$ cat src/sv/rmsi_pkg.sv
// Package of the running median unit: sizes, types, status codes and states.
// Used by every module of the block; depends on nothing.
package rmsi_pkg;

   localparam int MAX_ITEMS  = 64;
   localparam int IDX_W      = $clog2(MAX_ITEMS);
   localparam int CNT_W      = $clog2(MAX_ITEMS + 1);
   localparam int SAMPLE_W   = 7;
   localparam int MEDIAN_W   = 8;
   localparam int COUNT_OUT_W = 7;
   localparam int STATUS_W   = 2;
   localparam int GROUP_SIZE = 8;
   localparam int N_GROUPS   = (MAX_ITEMS + GROUP_SIZE - 1) / GROUP_SIZE;
   localparam int PAD_ITEMS  = N_GROUPS * GROUP_SIZE;

   localparam logic [SAMPLE_W-1:0] SAMPLE_MIN = 7'd1;
   localparam logic [SAMPLE_W-1:0] SAMPLE_MAX = 7'd100;

   localparam logic [STATUS_W-1:0] STATUS_OK    = 2'd0;
   localparam logic [STATUS_W-1:0] STATUS_RANGE = 2'd1;
   localparam logic [STATUS_W-1:0] STATUS_FULL  = 2'd2;

   typedef logic [SAMPLE_W-1:0] sample_type;
   typedef logic [MEDIAN_W-1:0] median_type;
   typedef logic [IDX_W-1:0]    idx_type;
   typedef logic [CNT_W-1:0]    cnt_type;

   // Broadcast to every cell for one insertion.
   typedef struct packed {
      logic       insert;
      sample_type sample;
      cnt_type    count;
   } cell_ctrl_type;

   // Positions of the two middle samples after the insertion.
   typedef struct packed {
      idx_type lo_idx;
      idx_type hi_idx;
   } tap_sel_type;

   typedef enum logic [1:0] {
      ST_IDLE,
      ST_TAP,
      ST_SUM
   } rmsi_state_type;

endpackage

$ cat src/sv/running_median_sorted_insert_unit.sv
// Running median unit: a sorted chain of cells with a median read-out tree.
// Depends on rmsi_pkg, rmsi_cell and rmsi_median_tree.
//
// Usage:
//   Each transfer on the req_ channel carries one sample. A sample in 1..100
//   is inserted into the sorted chain when room is left; other samples and
//   samples that meet a full chain are not stored. Each input transfer gives
//   exactly one rsp_ transfer with twice the median of the stored samples,
//   the count held after the item and a status code (0 stored, 1 out of
//   range, 2 chain full). An empty chain reports a median of 0.
//   Timing: the insertion happens in the cycle of the input transfer, the
//   middle samples are gathered by a two-level registered OR tree, and the
//   result is registered in ST_SUM once the result register is free. One
//   item is handled at a time: req_tready is high only in ST_IDLE, so a new
//   input transfer is not taken until the last item's result is written.
//   The result register lets the next input transfer be taken while a
//   result still waits; a stalled receiver holds rsp_ steady and the block
//   stops taking input once a second result is ready behind it.
//   Reset empties the chain by clearing the count and drops any result.
module running_median_sorted_insert_unit (
   input  logic        clock,
   input  logic        reset,
   input  logic        req_tvalid,
   output logic        req_tready,
   input  logic [7:0]  req_tdata,   // [6:0] sample, [7] zero
   output logic        rsp_tvalid,
   input  logic        rsp_tready,
   output logic [23:0] rsp_tdata    // [7:0] median_doubled, [14:8] stored_count,
                                    // [16:15] status, [23:17] zero
);

   rmsi_pkg::rmsi_state_type state_ff, state_in;
   rmsi_pkg::cnt_type        count_ff, count_in;
   logic [rmsi_pkg::STATUS_W-1:0] status_ff, status_in;
   rmsi_pkg::tap_sel_type    tap_sel_ff, tap_sel_in;
   logic                     rsp_valid_ff, rsp_valid_in;
   logic [23:0]              rsp_data_ff, rsp_data_in;

   rmsi_pkg::sample_type     sample;
   rmsi_pkg::cell_ctrl_type  ctrl;
   logic                     accept;
   logic                     in_range;
   logic                     full;
   rmsi_pkg::median_type     median_sum;
   rmsi_pkg::median_type     median;

   rmsi_pkg::sample_type     values  [rmsi_pkg::MAX_ITEMS];
   rmsi_pkg::sample_type     lefts   [rmsi_pkg::MAX_ITEMS];
   rmsi_pkg::sample_type     lo_taps [rmsi_pkg::MAX_ITEMS];
   rmsi_pkg::sample_type     hi_taps [rmsi_pkg::MAX_ITEMS];

   assign sample     = req_tdata[rmsi_pkg::SAMPLE_W-1:0];
   assign req_tready = (state_ff == rmsi_pkg::ST_IDLE);
   assign accept     = req_tvalid && req_tready;
   assign in_range   = (sample >= rmsi_pkg::SAMPLE_MIN) && (sample <= rmsi_pkg::SAMPLE_MAX);
   assign full       = (count_ff == rmsi_pkg::CNT_W'(rmsi_pkg::MAX_ITEMS));

   always_comb begin
      if (!in_range) begin
         status_in = rmsi_pkg::STATUS_RANGE;
      end else if (full) begin
         status_in = rmsi_pkg::STATUS_FULL;
      end else begin
         status_in = rmsi_pkg::STATUS_OK;
      end
   end

   assign ctrl.insert = accept && (status_in == rmsi_pkg::STATUS_OK);
   assign ctrl.sample = sample;
   assign ctrl.count  = count_ff;
   assign count_in    = count_ff + rmsi_pkg::CNT_W'(ctrl.insert);

   // The two middle positions of the count after this item.
   always_comb begin
      tap_sel_in.hi_idx = rmsi_pkg::IDX_W'(count_in >> 1);
      if (count_in == '0) begin
         tap_sel_in.lo_idx = '0;
      end else begin
         tap_sel_in.lo_idx = rmsi_pkg::IDX_W'((count_in - rmsi_pkg::CNT_W'(1)) >> 1);
      end
   end

   for (genvar i = 0; i < rmsi_pkg::MAX_ITEMS; i++) begin : g_cell
      if (i == 0) begin : g_first
         assign lefts[i] = '0;
      end else begin : g_rest
         assign lefts[i] = values[i-1];
      end

      rmsi_cell u_cell (
         .clock      (clock),
         .cell_index (rmsi_pkg::IDX_W'(i)),
         .ctrl       (ctrl),
         .tap_sel    (tap_sel_ff),
         .left_value (lefts[i]),
         .value      (values[i]),
         .lo_tap     (lo_taps[i]),
         .hi_tap     (hi_taps[i])
      );
   end

   rmsi_median_tree u_tree (
      .clock      (clock),
      .lo_taps    (lo_taps),
      .hi_taps    (hi_taps),
      .median_sum (median_sum)
   );

   assign median = (count_ff == '0) ? '0 : median_sum;

   always_comb begin
      state_in     = state_ff;
      rsp_valid_in = rsp_valid_ff && !rsp_tready;
      rsp_data_in  = rsp_data_ff;
      unique case (state_ff)
         rmsi_pkg::ST_IDLE: begin
            if (accept) begin
               state_in = rmsi_pkg::ST_TAP;
            end
         end
         rmsi_pkg::ST_TAP: begin
            state_in = rmsi_pkg::ST_SUM;
         end
         rmsi_pkg::ST_SUM: begin
            if (!rsp_valid_ff || rsp_tready) begin
               rsp_valid_in = 1'b1;
               rsp_data_in  = {7'd0, status_ff,
                               rmsi_pkg::COUNT_OUT_W'(count_ff), median};
               state_in     = rmsi_pkg::ST_IDLE;
            end
         end
         default: begin
            state_in = rmsi_pkg::ST_IDLE;
         end
      endcase
   end

   always_ff @(posedge clock) begin
      if (reset) begin
         state_ff     <= rmsi_pkg::ST_IDLE;
         count_ff     <= '0;
         rsp_valid_ff <= 1'b0;
      end else begin
         state_ff     <= state_in;
         count_ff     <= count_in;
         rsp_valid_ff <= rsp_valid_in;
      end
   end

   always_ff @(posedge clock) begin
      rsp_data_ff <= rsp_data_in;
      if (accept) begin
         status_ff  <= status_in;
         tap_sel_ff <= tap_sel_in;
      end
   end

   assign rsp_tvalid = rsp_valid_ff;
   assign rsp_tdata  = rsp_data_ff;

endmodule

$ cat src/sv/rmsi_cell.sv
// One compare-and-shift cell of the sorted chain, holding one stored sample.
// Depends on rmsi_pkg for types.
module rmsi_cell (
   input  logic                  clock,
   input  rmsi_pkg::idx_type     cell_index,
   input  rmsi_pkg::cell_ctrl_type ctrl,
   input  rmsi_pkg::tap_sel_type tap_sel,
   input  rmsi_pkg::sample_type  left_value,
   output rmsi_pkg::sample_type  value,
   output rmsi_pkg::sample_type  lo_tap,
   output rmsi_pkg::sample_type  hi_tap
);

   rmsi_pkg::sample_type value_ff;
   rmsi_pkg::sample_type value_in;
   logic occupied;
   logic at_end;
   logic left_le;

   always_comb begin
      occupied = rmsi_pkg::CNT_W'(cell_index) < ctrl.count;
      at_end   = rmsi_pkg::CNT_W'(cell_index) == ctrl.count;
      // The first cell has no left neighbor, so the sample always fits there.
      left_le  = (cell_index == '0) || (left_value <= ctrl.sample);
      value_in = value_ff;
      // A cell takes the sample where its left neighbor is not larger,
      // otherwise it takes over the neighbor's value and the row shifts right.
      if (ctrl.insert && ((occupied && (value_ff > ctrl.sample)) || at_end)) begin
         value_in = left_le ? ctrl.sample : left_value;
      end
   end

   always_ff @(posedge clock) begin
      value_ff <= value_in;
   end

   assign value  = value_ff;
   assign lo_tap = (cell_index == tap_sel.lo_idx) ? value_ff : '0;
   assign hi_tap = (cell_index == tap_sel.hi_idx) ? value_ff : '0;

endmodule

$ cat src/sv/rmsi_median_tree.sv
// Registered OR tree that gathers the two middle samples and adds them.
// Depends on rmsi_pkg for sizes and types.
module rmsi_median_tree (
   input  logic                 clock,
   input  rmsi_pkg::sample_type lo_taps [rmsi_pkg::MAX_ITEMS],
   input  rmsi_pkg::sample_type hi_taps [rmsi_pkg::MAX_ITEMS],
   output rmsi_pkg::median_type median_sum
);

   rmsi_pkg::sample_type lo_pad [rmsi_pkg::PAD_ITEMS];
   rmsi_pkg::sample_type hi_pad [rmsi_pkg::PAD_ITEMS];
   rmsi_pkg::sample_type lo_group_ff [rmsi_pkg::N_GROUPS];
   rmsi_pkg::sample_type hi_group_ff [rmsi_pkg::N_GROUPS];
   rmsi_pkg::sample_type lo_group_in [rmsi_pkg::N_GROUPS];
   rmsi_pkg::sample_type hi_group_in [rmsi_pkg::N_GROUPS];
   rmsi_pkg::sample_type lo_all;
   rmsi_pkg::sample_type hi_all;

   for (genvar i = 0; i < rmsi_pkg::PAD_ITEMS; i++) begin : g_pad
      if (i < rmsi_pkg::MAX_ITEMS) begin : g_used
         assign lo_pad[i] = lo_taps[i];
         assign hi_pad[i] = hi_taps[i];
      end else begin : g_spare
         assign lo_pad[i] = '0;
         assign hi_pad[i] = '0;
      end
   end

   // Only the selected cell drives a non-zero tap, so an OR picks it out.
   for (genvar g = 0; g < rmsi_pkg::N_GROUPS; g++) begin : g_group
      always_comb begin
         lo_group_in[g] = '0;
         hi_group_in[g] = '0;
         for (int k = 0; k < rmsi_pkg::GROUP_SIZE; k++) begin
            lo_group_in[g] = lo_group_in[g] | lo_pad[g * rmsi_pkg::GROUP_SIZE + k];
            hi_group_in[g] = hi_group_in[g] | hi_pad[g * rmsi_pkg::GROUP_SIZE + k];
         end
      end

      always_ff @(posedge clock) begin
         lo_group_ff[g] <= lo_group_in[g];
         hi_group_ff[g] <= hi_group_in[g];
      end
   end

   always_comb begin
      lo_all = '0;
      hi_all = '0;
      for (int g = 0; g < rmsi_pkg::N_GROUPS; g++) begin
         lo_all = lo_all | lo_group_ff[g];
         hi_all = hi_all | hi_group_ff[g];
      end
   end

   assign median_sum = rmsi_pkg::MEDIAN_W'(lo_all) + rmsi_pkg::MEDIAN_W'(hi_all);

endmodule

$ cat config.mk
export PLATFORM = sky130hd
export DESIGN_NAME = running_median_sorted_insert_unit
export DESIGN_NICKNAME = d
export VERILOG_FILES = /design/src/sv/rmsi_pkg.sv /design/src/sv/running_median_sorted_insert_unit.sv /design/src/sv/rmsi_cell.sv /design/src/sv/rmsi_median_tree.sv
export SDC_FILE = /design/constraint.sdc
export NUM_CORES = 2
export LEC_CHECK = 0
export BUFFER_PORTS_ARGS = -buffer_cell sky130_fd_sc_hd__clkbuf_2
export CAP_MARGIN = 20
export CORE_MARGIN = 5
export CORE_UTILIZATION = 44
export CTS_BUF_LIST = sky130_fd_sc_hd__clkbuf_4 sky130_fd_sc_hd__clkbuf_8
export DETAILED_ROUTE_END_ITERATION = 10
export PLACE_DENSITY_LB_ADDON = 0.3
export SYNTH_ARGS = -nofsm -noshare
export SYNTH_HDL_FRONTEND = slang
export SYNTH_SLANG_ARGS = --single-unit
export TNS_END_PERCENT = 20
$ cat constraint.sdc
create_clock -name clock -period 6.17 [get_ports clock]
set_input_delay 0.3085 -clock clock [delete_from_list [all_inputs] [get_ports clock]]
set_output_delay 0.3085 -clock clock [all_outputs]
set_load 0.03 [all_outputs]
==> impl_metrics.yaml <==
outcome:
  outcome: "completed"
yosys:
  yosysWarningCount: 0
  synth_sequential_area_ratio_pct: 42.7
  primary_ff_master_synth: "sky130_fd_sc_hd__edfxtp_1"
  ys_seq_elements: 601
  synthXorXnorAreaFrac_pct: 0.200
  mappedNetlistArea_mm2: 0.0394
  synth_top_family_by_area: "compound AO/OA/AOI/OAI gates"
  synth_async_sr_flop_share_pct: 0
  netlist.top_cell.by_area: "sky130_fd_sc_hd__edfxtp_1"
  synthDistinctLibCells: 65
  synth_edf_count: 479
  post_synth_mux_area_share_pct: 11.5
  synth-compound-area-share_pct: 16.5
  synth_cells: 3544
  synth_simple_gate_area_share_pct: 12.4
  cells_taking_the_most_area_after_synthesis: "sky130_fd_sc_hd__edfxtp_1, sky130_fd_sc_hd__ha_1, sky130_fd_sc_hd__mux2_2"
  yosys.area_share.adder_pct: 14.6
  synth_largest_type_area_fraction_pct: 36.5
  post_synth.cell_area_avg_um2: 11.1
hold_path:
  hold_start: "req_tvalid"
  hold_path_stages: 3
  terminating_pin_of_the_worst_hold_path: "status_ff[0]$_DFFE_PP_"
  class_of_the_tightest_hold_or_removal_check: "in -> reg"
drt:
  vias_per_cell: 6.90
  ant_nets: 0
  via_count: 33755
  drt_drc_violations_left: 0
  totalWireLength_um: 153000
  wire_per_inst_um: 31.3
  dr.pass1.iters: 7
  drtIter0Drc: 4738
clock_tree:
  numClockSinks: 601
  tritoncts.num_buffers: 106
  tritoncts: "done"
  clock_latency_ns: 0.76
  clock_transition_at_the_register_clock_pins_on_the_worst_setup_and_hold_paths_after_cts_ns: 0.06
  clock_tree.buffer_depth: 3
  htree_num_levels: 3
  cts_root_buf: "sky130_fd_sc_hd__clkbuf_8"
final_layout:
  final_net_count: 4103
  layout_commonest_cell: "sky130_fd_sc_hd__edfxtp_1"
  layout-area-overhead-vs-synth_pct: 10.0
  drive_above_1_share_pct: 20.0
  instances_no_fill: 4894
  layout_common_cells: "sky130_fd_sc_hd__edfxtp_1, sky130_fd_sc_hd__ha_1, sky130_fd_sc_hd__a22oi_1, sky130_fd_sc_hd__mux2_2, sky130_fd_sc_hd__nand4_1"
  fillCellCount: 8020
sta:
  achievable-frequency_ghz: 0.254
  setup-tns-final_ns: 0
  tightest_pin_transition_ns: 1.23
  finalHoldViolCount: 0
  slew-limit-headroom_pct: 17.9
  clock_skew_ns: 0.0498
  fin_crit_period_ns: 3.93
  whs_ns: 0.173
  grt_setup_unrepaired: "no"
  layout_worst_path_cycle_share_pct: 63.8
  setup_violations: 0
  drv_slew: 0
critical_path:
  cp.buffers_inverters: 2
  cell_repeated_most_along_the_worst_path: "sky130_fd_sc_hd__ha_1"
  cp-end-kind: "register"
  timing.reg2reg.worst_path_depth: 13
  worst_path_dominant_cell_family: "simple AND/OR/NAND/NOR gates"
  crit_path_max_fanout: 17
  rrSetupSlack_ns: 2.24
  worst_path_depth: 13
  critical_path.reg2reg.endpoint: "tap_sel_ff[7]$_SDFFCE_PN0P_"
  critical_path.slowest_cell: "sky130_fd_sc_hd__dfxtp_1"
  worst_path_largest_cell_delay_ns: 0.99
  critical_path.startpoint_type: "register"
  critical_path_required_ns: 6.68
  timing.critical_path.cells: "nor2_1 > nand4_1 > nand2_1 > or2_2 > inv_1 > ha_1 > ha_1 > inv_1 > ha_1 > nor4b_1 > a41o_1 > and4_1 > nor3_1"
  crit_arrival_ns: 4.45
  reg2reg_start: "count_ff[0]$_SDFF_PP0_"
  critical_path_class: "reg -> reg"
global_route:
  grt_antenna_before_repair: 10
  maximum_number_of_pins_on_one_net_before_global_route_repair: 58
  overflow: 0
  grt_first_pass_wirelength_um: 221000
  gr_usage_total_pct: 31.0
  grt_pass1_vias: 32265
pwr:
  vdd.ir_drop.worst_mv: 0.169
  pwr_per_cell_area_mw_per_mm2: 233
  leakagePower_nw: 15.7
  total_design_power_mw: 10.1
floorplan:
  fp.dieH_um: 309
  rows: 109
  core_region_area_mm2: 0.0886
  dieArea_mm2: 0.0956
  initial_utilization_pct: 44.5
  boundaryPins: 38
  die_x_um: 309
flow_run:
  timing.max_cap.violations: 0
placed_design:
  gp_congestion: 1.00
  dp_cells: 4683
  dp.final_hpwl_um: 106000
  numPortBuffers: 29
[timing repair]
action / in CTS / in global routing
gates resized for setup: 0 / 0
endpoints found under the hold margin: 10 / 0
setup buffers: 0 / 0
hold buffers: 3 / 0
[report_power, final]
part	switching, mW	internal (mW)	total (mW)
sequential	0.0595	4.47	4.52
clock	1.84	2.29	4.13
combinational	0.920	0.518	1.44
total	2.82	7.27	10.1
[sequential cells by signal, summed over array words and instances (netlist names)]
register             cells
g_cell.u_cell.value    448
state_ff                 2
status_ff                2
rsp_tdata               17
count_ff                 7
u_tree.lo_group_ff      56
rsp_tvalid               1
u_tree.hi_group_ff      56
tap_sel_ff              12
[how the worst max path moves through the flow]
stage                           start                           to  slack [ns]
2_1_floorplan            req_tdata[5]  tap_sel_ff[7]$_SDFFCE_PN0P_        1.80
3_3_place_gp             req_tdata[4]  tap_sel_ff[7]$_SDFFCE_PN0P_        1.81
3_5_place_dp             req_tdata[4]  tap_sel_ff[7]$_SDFFCE_PN0P_        1.77
4_1_cts        count_ff[0]$_SDFF_PP0_  tap_sel_ff[7]$_SDFFCE_PN0P_        2.37
5_1_grt        count_ff[0]$_SDFF_PP0_  tap_sel_ff[6]$_SDFFCE_PN0P_        2.10
6_report       count_ff[0]$_SDFF_PP0_  tap_sel_ff[7]$_SDFFCE_PN0P_        2.24
[metal layers]
| metal | global-route usage, % | share of wire, % | vias to the layer above |
|---|---|---|---|
| li1 | - | - | 14462 |
| met3 | 7.30 | 11 | 568 |
| met1 | 40.6 | 39 | 16507 |
| met4 | 15.2 | 6.0 | 12 |
| met2 | 48.5 | 44 | 2206 |
| met5 | 0 | 0.067 | - |
[area by class of cell]
cell class	instances	area, um^2	share of cell area (%)
multi-input combinational	2759	21800	50.3
sequential	601	16800	38.8
clock buffer	156	1950	4.51
tap	1165	1460	3.36
timing repair buffer	80	588	1.36
clock inverter	44	374	0.863
inverter	84	330	0.762
antenna	5	12.5	0.0289
[worst register-to-register path, cell delays in order (launching register included)]
cell and delay, ns:
sky130_fd_sc_hd__dfxtp_1 0.99, sky130_fd_sc_hd__nor2_1 0.11, sky130_fd_sc_hd__nand4_1 0.14, sky130_fd_sc_hd__nand2_1 0.06, sky130_fd_sc_hd__or2_2 0.31, sky130_fd_sc_hd__inv_1 0.38, sky130_fd_sc_hd__ha_1 0.29, sky130_fd_sc_hd__ha_1 0.27
sky130_fd_sc_hd__inv_1 0.08, sky130_fd_sc_hd__ha_1 0.20, sky130_fd_sc_hd__nor4b_1 0.25, sky130_fd_sc_hd__a41o_1 0.19, sky130_fd_sc_hd__and4_1 0.32, sky130_fd_sc_hd__nor3_1 0.09
[logic make-up (layout without fill, tap and decap cells)]
| group | after synthesis | in the layout |
|---|---|---|
| buf+inv | 190 | 364 |
| xor+xnor | 9 | 9 |
| other cells | 1 | 12 |
| fa+ha+maj | 459 | 459 |
| mux | 403 | 403 |
| simple gates | 931 | 931 |
| flops | 601 | 601 |
| compound gates | 950 | 950 |
[synthesized netlist by cell type, types with 4 or more instances]
master / count
sky130_fd_sc_hd__nor4_1: 29
sky130_fd_sc_hd__a21oi_1: 224
sky130_fd_sc_hd__ha_1: 458
sky130_fd_sc_hd__inv_1: 80
sky130_fd_sc_hd__nand4_1: 232
sky130_fd_sc_hd__xnor2_1: 4
sky130_fd_sc_hd__o21ai_0: 69
sky130_fd_sc_hd__mux2_2: 403
sky130_fd_sc_hd__o21ai_2: 20
sky130_fd_sc_hd__dfxtp_1: 122
sky130_fd_sc_hd__clkbuf_1: 68
sky130_fd_sc_hd__a211oi_1: 18
sky130_fd_sc_hd__nand3_1: 131
sky130_fd_sc_hd__and3_1: 4
sky130_fd_sc_hd__a211o_1: 6
sky130_fd_sc_hd__xor2_1: 5
sky130_fd_sc_hd__buf_6: 4
sky130_fd_sc_hd__nor3_1: 18
sky130_fd_sc_hd__nor2_1: 208
sky130_fd_sc_hd__o21bai_1: 11
sky130_fd_sc_hd__o21bai_2: 9
sky130_fd_sc_hd__nand2_1: 149
sky130_fd_sc_hd__nand3b_1: 36
sky130_fd_sc_hd__nand2b_1: 12
sky130_fd_sc_hd__a2bb2oi_1: 12
sky130_fd_sc_hd__buf_4: 11
sky130_fd_sc_hd__nor2b_1: 45
sky130_fd_sc_hd__a22oi_1: 448
sky130_fd_sc_hd__and2_1: 9
sky130_fd_sc_hd__edfxtp_1: 479
sky130_fd_sc_hd__a21o_1: 21
sky130_fd_sc_hd__o22ai_2: 8
sky130_fd_sc_hd__or2_2: 22
sky130_fd_sc_hd__buf_2: 22
sky130_fd_sc_hd__o211ai_1: 46
sky130_fd_sc_hd__o21a_1: 9
sky130_fd_sc_hd__o21ai_1: 23
sky130_fd_sc_hd__o22ai_1: 4
sky130_fd_sc_hd__and4_1: 24
[metrics by stage]
step           area [um^2]  worst slack (ns)  utilization, %
2_1_floorplan        39400              1.80               -
3_3_place_gp         41000              1.81            46.2
3_5_place_dp         41000              1.77            46.2
4_1_cts              43300              2.37            48.9
5_1_grt              43300              2.10            48.9
6_report             43300              2.24            48.9
(Power assumes the default switching activity.)
